==> src/dtu_pkg.sv <==
// dtu_pkg: shared types, constants and helpers for the decimal text converter.
// No dependencies; used by every module of the block.
`timescale 1ns / 1ps

package dtu_pkg;

  // Result width modes; the unused code behaves as the 64-bit mode
  localparam logic [1:0] MODE_16 = 2'd0;
  localparam logic [1:0] MODE_32 = 2'd1;
  localparam logic [1:0] MODE_64 = 2'd2;
  localparam logic [1:0] MODE_RESET = MODE_32;

  // ASCII digit bounds
  localparam logic [7:0] CHAR_0 = 8'h30;
  localparam logic [7:0] CHAR_9 = 8'h39;

  // Character counter saturates here
  localparam logic [4:0] COUNT_SAT = 5'd31;

  // Default depth of the queue between front and back
  localparam int QUEUE_DEPTH = 2;

  // Classified character, as it travels from front to back
  typedef struct packed {
    logic       is_digit;
    logic [3:0] digit;
    logic       no_char;
    logic       last_char;
  } item_t;

  // Longest accepted string for a mode
  function automatic logic [4:0] width_len(input logic [1:0] mode);
    logic [4:0] len;
    case (mode)
      MODE_16: len = 5'd5;
      MODE_32: len = 5'd10;
      default: len = 5'd20;
    endcase
    return len;
  endfunction

endpackage

==> src/dtu_front.sv <==
// dtu_front: classifies each incoming character beat into a queue item.
// Depends on dtu_pkg.
`timescale 1ns / 1ps

module dtu_front (
  input  logic [7:0]     char_code,
  input  logic           no_char,
  input  logic           last_char,
  output dtu_pkg::item_t item
);

  logic       is_digit;
  logic [7:0] offset;

  // Digit test and digit value
  assign is_digit = (char_code >= dtu_pkg::CHAR_0) && (char_code <= dtu_pkg::CHAR_9);
  assign offset   = char_code - dtu_pkg::CHAR_0;

  always_comb begin
    item.is_digit  = is_digit;
    item.digit     = offset[3:0];
    item.no_char   = no_char;
    item.last_char = last_char;
  end

endmodule

==> src/dtu_queue.sv <==
// dtu_queue: short FIFO of classified items between front and back.
// Depends on dtu_pkg.
`timescale 1ns / 1ps

module dtu_queue #(
  parameter int DEPTH = dtu_pkg::QUEUE_DEPTH
) (
  input  logic           clk,
  input  logic           rst_n,
  input  logic           push,
  input  dtu_pkg::item_t push_item,
  output logic           full,
  input  logic           pop,
  output logic           not_empty,
  output dtu_pkg::item_t head_item
);

  localparam int PTR_W = (DEPTH > 1) ? $clog2(DEPTH) : 1;
  localparam int CNT_W = $clog2(DEPTH + 1);
  localparam logic [PTR_W-1:0] LAST_PTR = PTR_W'(DEPTH - 1);
  localparam logic [CNT_W-1:0] FULL_CNT = CNT_W'(DEPTH);

  dtu_pkg::item_t   mem_r [DEPTH];
  logic [PTR_W-1:0] wr_ptr_r, wr_ptr_nxt;
  logic [PTR_W-1:0] rd_ptr_r, rd_ptr_nxt;
  logic [CNT_W-1:0] count_r, count_nxt;

  assign full      = (count_r == FULL_CNT);
  assign not_empty = (count_r != '0);
  assign head_item = mem_r[rd_ptr_r];

  // Pointer and fill bookkeeping
  always_comb begin
    wr_ptr_nxt = wr_ptr_r;
    rd_ptr_nxt = rd_ptr_r;
    count_nxt  = count_r;
    if (push) begin
      wr_ptr_nxt = (wr_ptr_r == LAST_PTR) ? '0 : wr_ptr_r + 1'b1;
    end
    if (pop) begin
      rd_ptr_nxt = (rd_ptr_r == LAST_PTR) ? '0 : rd_ptr_r + 1'b1;
    end
    if (push && !pop) begin
      count_nxt = count_r + 1'b1;
    end else if (pop && !push) begin
      count_nxt = count_r - 1'b1;
    end
  end

  always_ff @(posedge clk) begin
    if (!rst_n) begin
      wr_ptr_r <= '0;
      rd_ptr_r <= '0;
      count_r  <= '0;
    end else begin
      wr_ptr_r <= wr_ptr_nxt;
      rd_ptr_r <= rd_ptr_nxt;
      count_r  <= count_nxt;
    end
  end

  // Storage, no reset
  always_ff @(posedge clk) begin
    if (push) begin
      mem_r[wr_ptr_r] <= push_item;
    end
  end

endmodule

==> src/dtu_back.sv <==
// dtu_back: folds digits into the accumulator, checks range and length,
// and holds the result beat until taken. Depends on dtu_pkg.
`timescale 1ns / 1ps

module dtu_back (
  input  logic           clk,
  input  logic           rst_n,
  input  logic [1:0]     mode,
  input  logic           q_valid,
  input  dtu_pkg::item_t q_item,
  output logic           q_pop,
  output logic           out_tvalid,
  input  logic           out_tready,
  output logic [63:0]    out_tdata,
  output logic           out_tuser
);

  logic [63:0] acc_r, acc_nxt;
  logic [4:0]  cnt_r, cnt_nxt;
  logic        fail_r, fail_nxt;
  logic        out_valid_r, out_valid_nxt;
  logic [63:0] out_value_r;
  logic        out_ok_r;

  logic [67:0] prod;
  logic        ovf;
  logic        emit;
  logic        ok;
  logic        in_range;

  // acc * 10 + digit, wide enough that it never wraps
  assign prod = ({4'b0, acc_r} << 3) + ({4'b0, acc_r} << 1) + {64'b0, q_item.digit};

  // Fold would exceed the largest value of the mode
  always_comb begin
    case (mode)
      dtu_pkg::MODE_16: ovf = |prod[67:16];
      dtu_pkg::MODE_32: ovf = |prod[67:32];
      default:          ovf = |prod[67:64];
    endcase
  end

  assign emit  = q_item.no_char || q_item.last_char;
  assign q_pop = q_valid && (!emit || !out_valid_r || out_tready);

  // Character step on the popped item
  always_comb begin
    acc_nxt  = acc_r;
    cnt_nxt  = cnt_r;
    fail_nxt = fail_r;
    if (!q_item.no_char) begin
      if (cnt_r != dtu_pkg::COUNT_SAT) begin
        cnt_nxt = cnt_r + 1'b1;
      end
      if (!fail_r) begin
        if (q_item.is_digit && !ovf) begin
          acc_nxt = prod[63:0];
        end else begin
          fail_nxt = 1'b1;
        end
      end
    end
  end

  // End-of-string checks against the mode in force
  always_comb begin
    case (mode)
      dtu_pkg::MODE_16: in_range = ~|acc_nxt[63:16];
      dtu_pkg::MODE_32: in_range = ~|acc_nxt[63:32];
      default:          in_range = 1'b1;
    endcase
  end

  assign ok = !fail_nxt && (cnt_nxt != '0) && (cnt_nxt <= dtu_pkg::width_len(mode)) &&
              in_range;

  always_comb begin
    out_valid_nxt = out_valid_r;
    if (out_tready) begin
      out_valid_nxt = 1'b0;
    end
    if (q_pop && emit) begin
      out_valid_nxt = 1'b1;
    end
  end

  // String state and result valid
  always_ff @(posedge clk) begin
    if (!rst_n) begin
      acc_r       <= '0;
      cnt_r       <= '0;
      fail_r      <= 1'b0;
      out_valid_r <= 1'b0;
    end else begin
      out_valid_r <= out_valid_nxt;
      if (q_pop) begin
        if (emit) begin
          acc_r  <= '0;
          cnt_r  <= '0;
          fail_r <= 1'b0;
        end else begin
          acc_r  <= acc_nxt;
          cnt_r  <= cnt_nxt;
          fail_r <= fail_nxt;
        end
      end
    end
  end

  // Result payload
  always_ff @(posedge clk) begin
    if (q_pop && emit) begin
      out_value_r <= ok ? acc_nxt : 64'd0;
      out_ok_r    <= ok;
    end
  end

  assign out_tvalid = out_valid_r;
  assign out_tdata  = out_value_r;
  assign out_tuser  = out_ok_r;

  // A string end leaves the state cleared
  a_clear_after_end: assert property (@(posedge clk) disable iff (!rst_n)
    (q_pop && emit) |=> (acc_r == 64'd0 && cnt_r == 5'd0 && !fail_r))
    else $error("string state not cleared after end");

  // A failed parse reports zero
  a_fail_zero: assert property (@(posedge clk) disable iff (!rst_n)
    (out_valid_r && !out_ok_r) |-> (out_value_r == 64'd0))
    else $error("failed parse with nonzero value");

  // Accumulator is frozen once the string has failed
  a_frozen: assert property (@(posedge clk) disable iff (!rst_n)
    (fail_r && !(q_pop && emit)) |=> $stable(acc_r))
    else $error("accumulator moved after failure");

  // A waiting result is never overwritten
  a_hold: assert property (@(posedge clk) disable iff (!rst_n)
    (out_valid_r && !out_tready) |-> !(q_pop && emit))
    else $error("result overwritten while stalled");

endmodule

==> src/decimal_text_to_unsigned_core.sv <==
// decimal_text_to_unsigned_core: top level of the decimal text converter.
// Depends on dtu_pkg, dtu_front, dtu_queue and dtu_back.
`timescale 1ns / 1ps
//
//  channel | direction | payload
//  --------+-----------+-----------------------------------------------
//  in_     | slave     | tdata: char_code; tuser: no_char; tlast: last_char
//  out_    | master    | tdata: parsed_value; tuser: parse_ok
//  cfg_    | slave     | data: result_width_mode
//
//  One character beat per cycle is taken while the queue has room; the beat that
//  ends a string passes the queue slot, then the fold stage's result register.
//  The queue between classifier and fold stage absorbs output stalls;
//  in_tready drops only once the queue is full. cfg_ready is always high.
//  Reset (synchronous, rst_n low) empties the queue, clears the string
//  state and sets the 32-bit mode.

module decimal_text_to_unsigned_core #(
  parameter int QUEUE_DEPTH = dtu_pkg::QUEUE_DEPTH
) (
  input  logic        clk,
  input  logic        rst_n,
  input  logic        in_tvalid,
  output logic        in_tready,
  input  logic [7:0]  in_tdata,   // [7:0] char_code
  input  logic        in_tuser,   // [0] no_char
  input  logic        in_tlast,
  output logic        out_tvalid,
  input  logic        out_tready,
  output logic [63:0] out_tdata,  // [63:0] parsed_value
  output logic        out_tuser,  // [0] parse_ok
  input  logic        cfg_valid,
  output logic        cfg_ready,
  input  logic [1:0]  cfg_data
);

  logic [1:0]     mode_r;
  dtu_pkg::item_t front_item;
  dtu_pkg::item_t head_item;
  logic           q_full;
  logic           q_not_empty;
  logic           q_pop;
  logic           push;

  // Mode register
  assign cfg_ready = 1'b1;
  always_ff @(posedge clk) begin
    if (!rst_n) begin
      mode_r <= dtu_pkg::MODE_RESET;
    end else if (cfg_valid && cfg_ready) begin
      mode_r <= cfg_data;
    end
  end

  assign in_tready = !q_full;
  assign push      = in_tvalid && in_tready;

  // Classifier
  dtu_front u_front (
    .char_code (in_tdata),
    .no_char   (in_tuser),
    .last_char (in_tlast),
    .item      (front_item)
  );

  // Queue between front and back
  dtu_queue #(
    .DEPTH (QUEUE_DEPTH)
  ) u_queue (
    .clk       (clk),
    .rst_n     (rst_n),
    .push      (push),
    .push_item (front_item),
    .full      (q_full),
    .pop       (q_pop),
    .not_empty (q_not_empty),
    .head_item (head_item)
  );

  // Fold stage and result register
  dtu_back u_back (
    .clk        (clk),
    .rst_n      (rst_n),
    .mode       (mode_r),
    .q_valid    (q_not_empty),
    .q_item     (head_item),
    .q_pop      (q_pop),
    .out_tvalid (out_tvalid),
    .out_tready (out_tready),
    .out_tdata  (out_tdata),
    .out_tuser  (out_tuser)
  );

endmodule

==> config.mk <==
export PLATFORM = sky130hd
export DESIGN_NAME = decimal_text_to_unsigned_core
export DESIGN_NICKNAME = d
export VERILOG_FILES = /design/src/dtu_pkg.sv /design/src/dtu_front.sv /design/src/dtu_queue.sv /design/src/dtu_back.sv /design/src/decimal_text_to_unsigned_core.sv
export SDC_FILE = /design/constraint.sdc
export NUM_CORES = 1
export LEC_CHECK = 0
export ABC_AREA = 1
export BUFFER_PORTS_ARGS = -buffer_cell sky130_fd_sc_hd__buf_4
export CAP_MARGIN = 10
export CORE_ASPECT_RATIO = 0.6
export CORE_MARGIN = 2
export CORE_UTILIZATION = 36
export DETAILED_ROUTE_END_ITERATION = 8
export HOLD_SLACK_MARGIN = 0.1
export RECOVER_POWER = 100
export SLEW_MARGIN = 20
export SYNTH_ARGS = -nofsm -noshare
export SYNTH_HDL_FRONTEND = slang
export SYNTH_SLANG_ARGS = --single-unit
==> constraint.sdc <==
create_clock -name clk -period 5.6 [get_ports clk]
set_clock_uncertainty 0.1 [all_clocks]
set_input_delay 0.84 -clock clk [delete_from_list [all_inputs] [get_ports clk]]
set_output_delay 0.84 -clock clk [all_outputs]
set_load 0.03 [all_outputs]
# Yosys cells after proc, flatten, opt, wreduce, memory -nomap -nowiden
# Memories as Yosys holds them, arrays and structs flattened. A register that Yosys moved wholly into a read port is not among the register bits.
# Cells that the tools add are included.
[classes]
n_addsub = 8
n_lt_le_gt_ge = 3
n_eq_ne = 3
n_mux = 24
reduce_logical = 32
[ops]
columns = ["operator", "count"]
rows = [
  ["2-to-1 mux 64 bit", 4],
  ["adder 67 x 65 -> 68 bit", 1],
  ["adder 68 x 4 -> 68 bit", 1],
  ["OR reduction 52 bit", 1],
  ["OR reduction 48 bit", 1],
  ["OR reduction 36 bit", 1],
  ["OR reduction 32 bit", 1],
  ["2-to-1 mux 5 bit", 3],
  ["2-to-1 mux 1 bit", 12],
  ["logical AND 1 bit", 10],
  ["one-hot mux 5 bit (2 select lines)", 1],
  ["logical NOT 1 bit", 9],
  ["greater-or-equal comparator 8 x 6 -> 1 bit, second input constant", 1],
  ["<= comparator 8 x 6 -> 1 bit, second input constant", 1],
  ["nonzero test 2 bit", 3],
  ["adder 5 x 1 -> 5 bit, second input constant", 1],
  ["<= comparator 5 bit", 1],
  ["inequality test 5 bit, second input constant", 1],
  ["nonzero test 5 bit", 1],
  ["2-to-1 mux 2 bit", 2],
  ["one-hot mux 1 bit (2 select lines)", 2],
  ["OR reduction 4 bit", 1],
  ["subtractor 4 x 1 -> 4 bit, second input constant", 1],
  ["logical OR 1 bit", 3],
  ["other kinds (6)", 7],
]
[word_totals]
reg_bits = 142
mem_bits_rw = 14
output_inout_bits = 68
wordCells = 81
mem_count = 1
[memory_table]
columns = ["name", "depth", "word_bits", "read_ports", "rd_clocked_by_memory_dff", "wr", "line_no", "rtl"]
rows = [
  ["u_queue.mem_r", 2, 7, 1, 1, 1, "dtu_queue.sv:23", "dtu_pkg::item_t mem_r [DEPTH];"],
]

# Longest topological paths before layout
[logic_depth]
ltp_word = 13
depth_mapped = 42
mapped_depth_nobuf = 38

# Hierarchy
# A second synthesis with hierarchy kept.
[hier_totals]
hier_cells = 2265
area_unflattened_um2 = 14014.7
[by_module_without_submodules]
columns = ["mod", "n_inst", "cells_per_inst", "area_each_um2", "seq_area_each_um2"]
rows = [
  ["dtu_back", 1, 2179, 13095.1, 3373.2],
  ["dtu_queue", 1, 55, 739.5, 520.5],
  ["decimal_text_to_unsigned_core", 1, 16, 97.6, 40.0],
  ["dtu_front", 1, 15, 82.6, 0.0],
]

# Least setup slack after synthesis
# No wires, ideal clock.
[synth_timing]
path_type = "register to register"
start = "register with a tool-made name"
end = "register u_back.out_value_r[0], in the netlist u_back.out_tdata[0] (enable)"
setup_time_ns = 0.490
t_arrival_ns = 4.979
t_required_ns = 5.010
path_slack_ns = 0.031
path_stages_with_launch = 12
path_cell_list = "dfxtp_1 clkbuf_1 inv_1 or2_2 o21ai_0 clkbuf_1 and2_1 inv_1 nor2_1 nor2_1 clkbuf_1 nor2_1"
[synth_rtl]
columns = ["element", "line_no", "rtl"]
rows = [
  ["end signal, assigned", "dtu_back.sv:113", "out_value_r <= ok ? acc_nxt : 64'd0;"],
  ["end, declared", "dtu_back.sv:22", "logic [63:0] out_value_r;"],
]

==> load_flow_metrics.sql <==
INSERT INTO impl_metrics (metric_group, metric, value, unit) VALUES
('outcome', 'result_of_the_run', 'finished with violations', ''),
('outcome', 'failed_checks', 'max-capacitance violations, max-slew violations', ''),
('pwr', 'power-per-cell-area', '480', 'nW/um2'),
('route', 'detailroute.via_count', '15300', ''),
('yosys', 'synth_edf_count', '79', ''),
('placement', 'pre_cts_ws', '-197', 'ps'),
('final_layout', 'fin_nets', '2700', ''),
('critical_path', 'worstPathRequired', '5810', 'ps'),
('route', 'drt_iter0_drc', '1333', ''),
('yosys', 'top_ff_cell_synth', 'edfxtp_1', ''),
('final_layout', 'fillerInstances', '4297', ''),
('worst_hold_path', 'min_from', 'u_queue.rd_ptr_r', ''),
('yosys', 'post_synth_xor_area_fraction', '0.0179', ''),
('critical_path', 'worst_setup_path_class', 'flip-flop to flip-flop', ''),
('global_route', 'grt_first_pass_wirelength', '81700', 'um'),
('timing', 'timing.final.crit_share', '0.958', ''),
('yosys', 'synth.yosys.warnings', '0', ''),
('critical_path', 'worstPathArrival', '5580', 'ps'),
('clock_tree', 'cts.sinks', '157', ''),
('final_layout', 'number_of_antenna_cells_inserted', '0', ''),
('critical_path', 'reg2reg_setup_slack', '240', 'ps'),
('final_layout', 'drive_gt1_frac', '0.132', ''),
('die', 'fp.dieArea', '41000', 'um2'),
('worst_hold_path', 'min-delay-path-class', 'flip-flop to flip-flop', ''),
('critical_path', 'critPathMostFrequentCell', 'nand2_1', ''),
('critical_path', 'crit_path_max_fanout', '7', ''),
('critical_path', 'crit_path_start_kind', 'flip-flop', ''),
('route', 'routed_len_inst', '18.6', 'um'),
('clock_tree', 'cts-root-buf', 'clkbuf_16', ''),
('route', 'wl', '57500', 'um'),
('route', 'drt_drc_violations_left', '0', ''),
('worst_hold_path', 'hold_end', 'u_queue.rd_ptr_r', ''),
('final_layout', 'most-common-layout-cells', 'nand2_1, inv_1, nor2_1', ''),
('global_route', 'grt_max_degree', '73', ''),
('global_route', 'overflow', '0', ''),
('yosys', 'synth_nets', '2476', ''),
('clock_tree', 'clk_pin_slew_worst_paths', '60', 'ps'),
('clock_tree', 'ctsHoldBuffers', '0', ''),
('yosys', 'ys_ff_latch', '157', ''),
('yosys', 'yosysUniqueCellTypes', '39', ''),
('placement', 'portBuffers', '83', ''),
('pwr', 'peak_vdd_ir', '0.288', 'mV'),
('yosys', 'complex_gate_fraction_of_the_synthesized_area', '0.0611', ''),
('yosys', 'synth_async_sr_flop_share', '0', ''),
('die', 'placement_rows', '56', ''),
('placement', 'final_gp_congestion', '0.955', ''),
('yosys', 'synthAdderAreaFrac', '0.121', ''),
('critical_path', 'critPathSlowestCell', 'fa_2', ''),
('final_layout', 'stdcell_area', '17400', 'um2'),
('worst_hold_path', 'hold-path-cell-count', '1', ''),
('critical_path', 'crit-reg2reg-capture', 'u_back.out_tdata[1]', ''),
('timing', 'max_slew_margin', '-1.61', ''),
('yosys', 'syn_inst', '2323', ''),
('pwr', 'total_power', '0.00836', 'W'),
('job', 'max_cap_violations', '4', ''),
('yosys', 'post_synth_and_or_nand_nor_area_fraction', '0.387', ''),
('yosys', 'seq_area_frac_synth', '0.277', ''),
('route', 'detailedRoute.firstPassIterationCount', '6', ''),
('final_layout', 'final_common_cell', 'nand2_1', ''),
('yosys', 'netlist_area', '14200', 'um2'),
('yosys', 'synth_top_family_by_area', 'simple AND/OR/NAND/NOR gates', ''),
('timing', 'final-max-slew-violation-count', '169', ''),
('route', 'detail-route-antenna-nets', '0', ''),
('timing', 'finalSetupViolations', '0', ''),
('clock_tree', 'cts_tree', 'built', ''),
('clock_tree', 'h_tree_depth', '4', ''),
('timing', 'worstMarginPinSlew', '3910', 'ps'),
('timing', 'final.hold.worst_slack', '361', 'ps'),
('die', 'start_util', '0.364', ''),
('timing', 'final_hold_viol_count', '0', ''),
('die', 'fp.coreArea', '39000', 'um2');
## metal layers
layer | wire length (um) | track usage
met4 | 583 | 0.0359
met5 | 0 | 0
met1 | 31800 | 0.442
met2 | 20700 | 0.348
met3 | 4460 | 0.0562
## synthesized netlist by cell type, types with 9 or more instances
| cell | n | share of area |
|---|---|---|
| edfxtp_1 | 79 | 0.17 |
| nand2_1 | 904 | 0.24 |
| buf_2 | 9 | 0.0032 |
| nand4_1 | 45 | 0.020 |
| nand3_1 | 94 | 0.033 |
| clkbuf_1 | 27 | 0.0071 |
| nor2_2 | 11 | 0.0049 |
| a21oi_1 | 119 | 0.042 |
| nor3_1 | 18 | 0.0064 |
| o21ai_0 | 32 | 0.011 |
| ha_1 | 134 | 0.12 |
| inv_2 | 20 | 0.0053 |
| xor2_1 | 21 | 0.013 |
| inv_1 | 412 | 0.11 |
| nand3b_1 | 18 | 0.0095 |
| dfxtp_1 | 78 | 0.11 |
| nor2_1 | 230 | 0.061 |
## cell families after synthesis
logic type | Yosys count
flip-flops | 157
AO/OA/AOI/OAI | 168
other | 1
multiplexers | 4
AND/OR/NAND/NOR | 1347
XOR/XNOR | 29
buffers and inverters | 481
adder cells (fa/ha/maj) | 136
## through the flow
stage	utilization	instances	setup TNS, ps
final	0.447	3082	0
after global placement	0.421	3025	-6310
after floorplan	-	2323	0
after global routing	0.447	3082	-562
after detailed placement	0.421	3025	-8940
after CTS	0.438	3061	0
## worst max path at each step
stage,from,to,slack (ps)
global route,flip-flop,u_back.out_tdata[41],-40
finish,flip-flop,u_back.out_tdata[1],240
detailed placement,flip-flop,u_back.out_tdata[1],-200
CTS,flip-flop,u_back.out_tdata[1],4
floorplan,flip-flop,u_back.out_tdata[0],30
global placement,flip-flop,u_back.out_tdata[1],-110
## final cells by class
cell class / instances / area [um2] / share of cell area
flip-flops and latches: 157 / 3940 / 0.226
clock inverters: 10 / 143 / 0.00819
repair buffers: 250 / 1860 / 0.107
multi-input cells: 1686 / 8740 / 0.502
well taps: 522 / 653 / 0.0375
inverters: 435 / 1630 / 0.0937
clock buffers: 22 / 454 / 0.0261
## registers in the layout (all words and copies together) (netlist names), named ones only
name               count
mode_r                 2
u_back.fail_r          1
u_back.out_tdata      64
u_back.cnt_r           5
u_queue.wr_ptr_r       1
u_queue.mem_r         14
u_back.out_tvalid      1
u_back.out_tuser       1
u_queue.count_r        2
u_queue.rd_ptr_r       1
u_back.acc_r          64
## report_power, final
| group | internal (W) | leakage, nW | switching (W) | total (W) |
|---|---|---|---|---|
| clock network | 0.000715 | 0.288 | 0.000530 | 0.00124 |
| registers | 0.00160 | 1.41 | 0.000132 | 0.00173 |
| logic | 0.00188 | 7.57 | 0.00350 | 0.00538 |
## critical path, delay by kind of cell (launching register included)
| family | cells | cell delay, ps |
|---|---|---|
| compound gates | 1 | 160 |
| fa+ha+maj | 3 | 840 |
| buf+inv | 9 | 1240 |
| flops | 1 | 330 |
| simple gates | 25 | 2500 |
## repair_timing
action / 4_1_cts / 5_1_grt
setup buffers: 4 / 11
cloned: 0 / 10
pin swaps: 2 / 21
gates resized for setup: 4 / 99
setup endpoints to repair: 65 / 65
(Power assumes the default switching activity.)
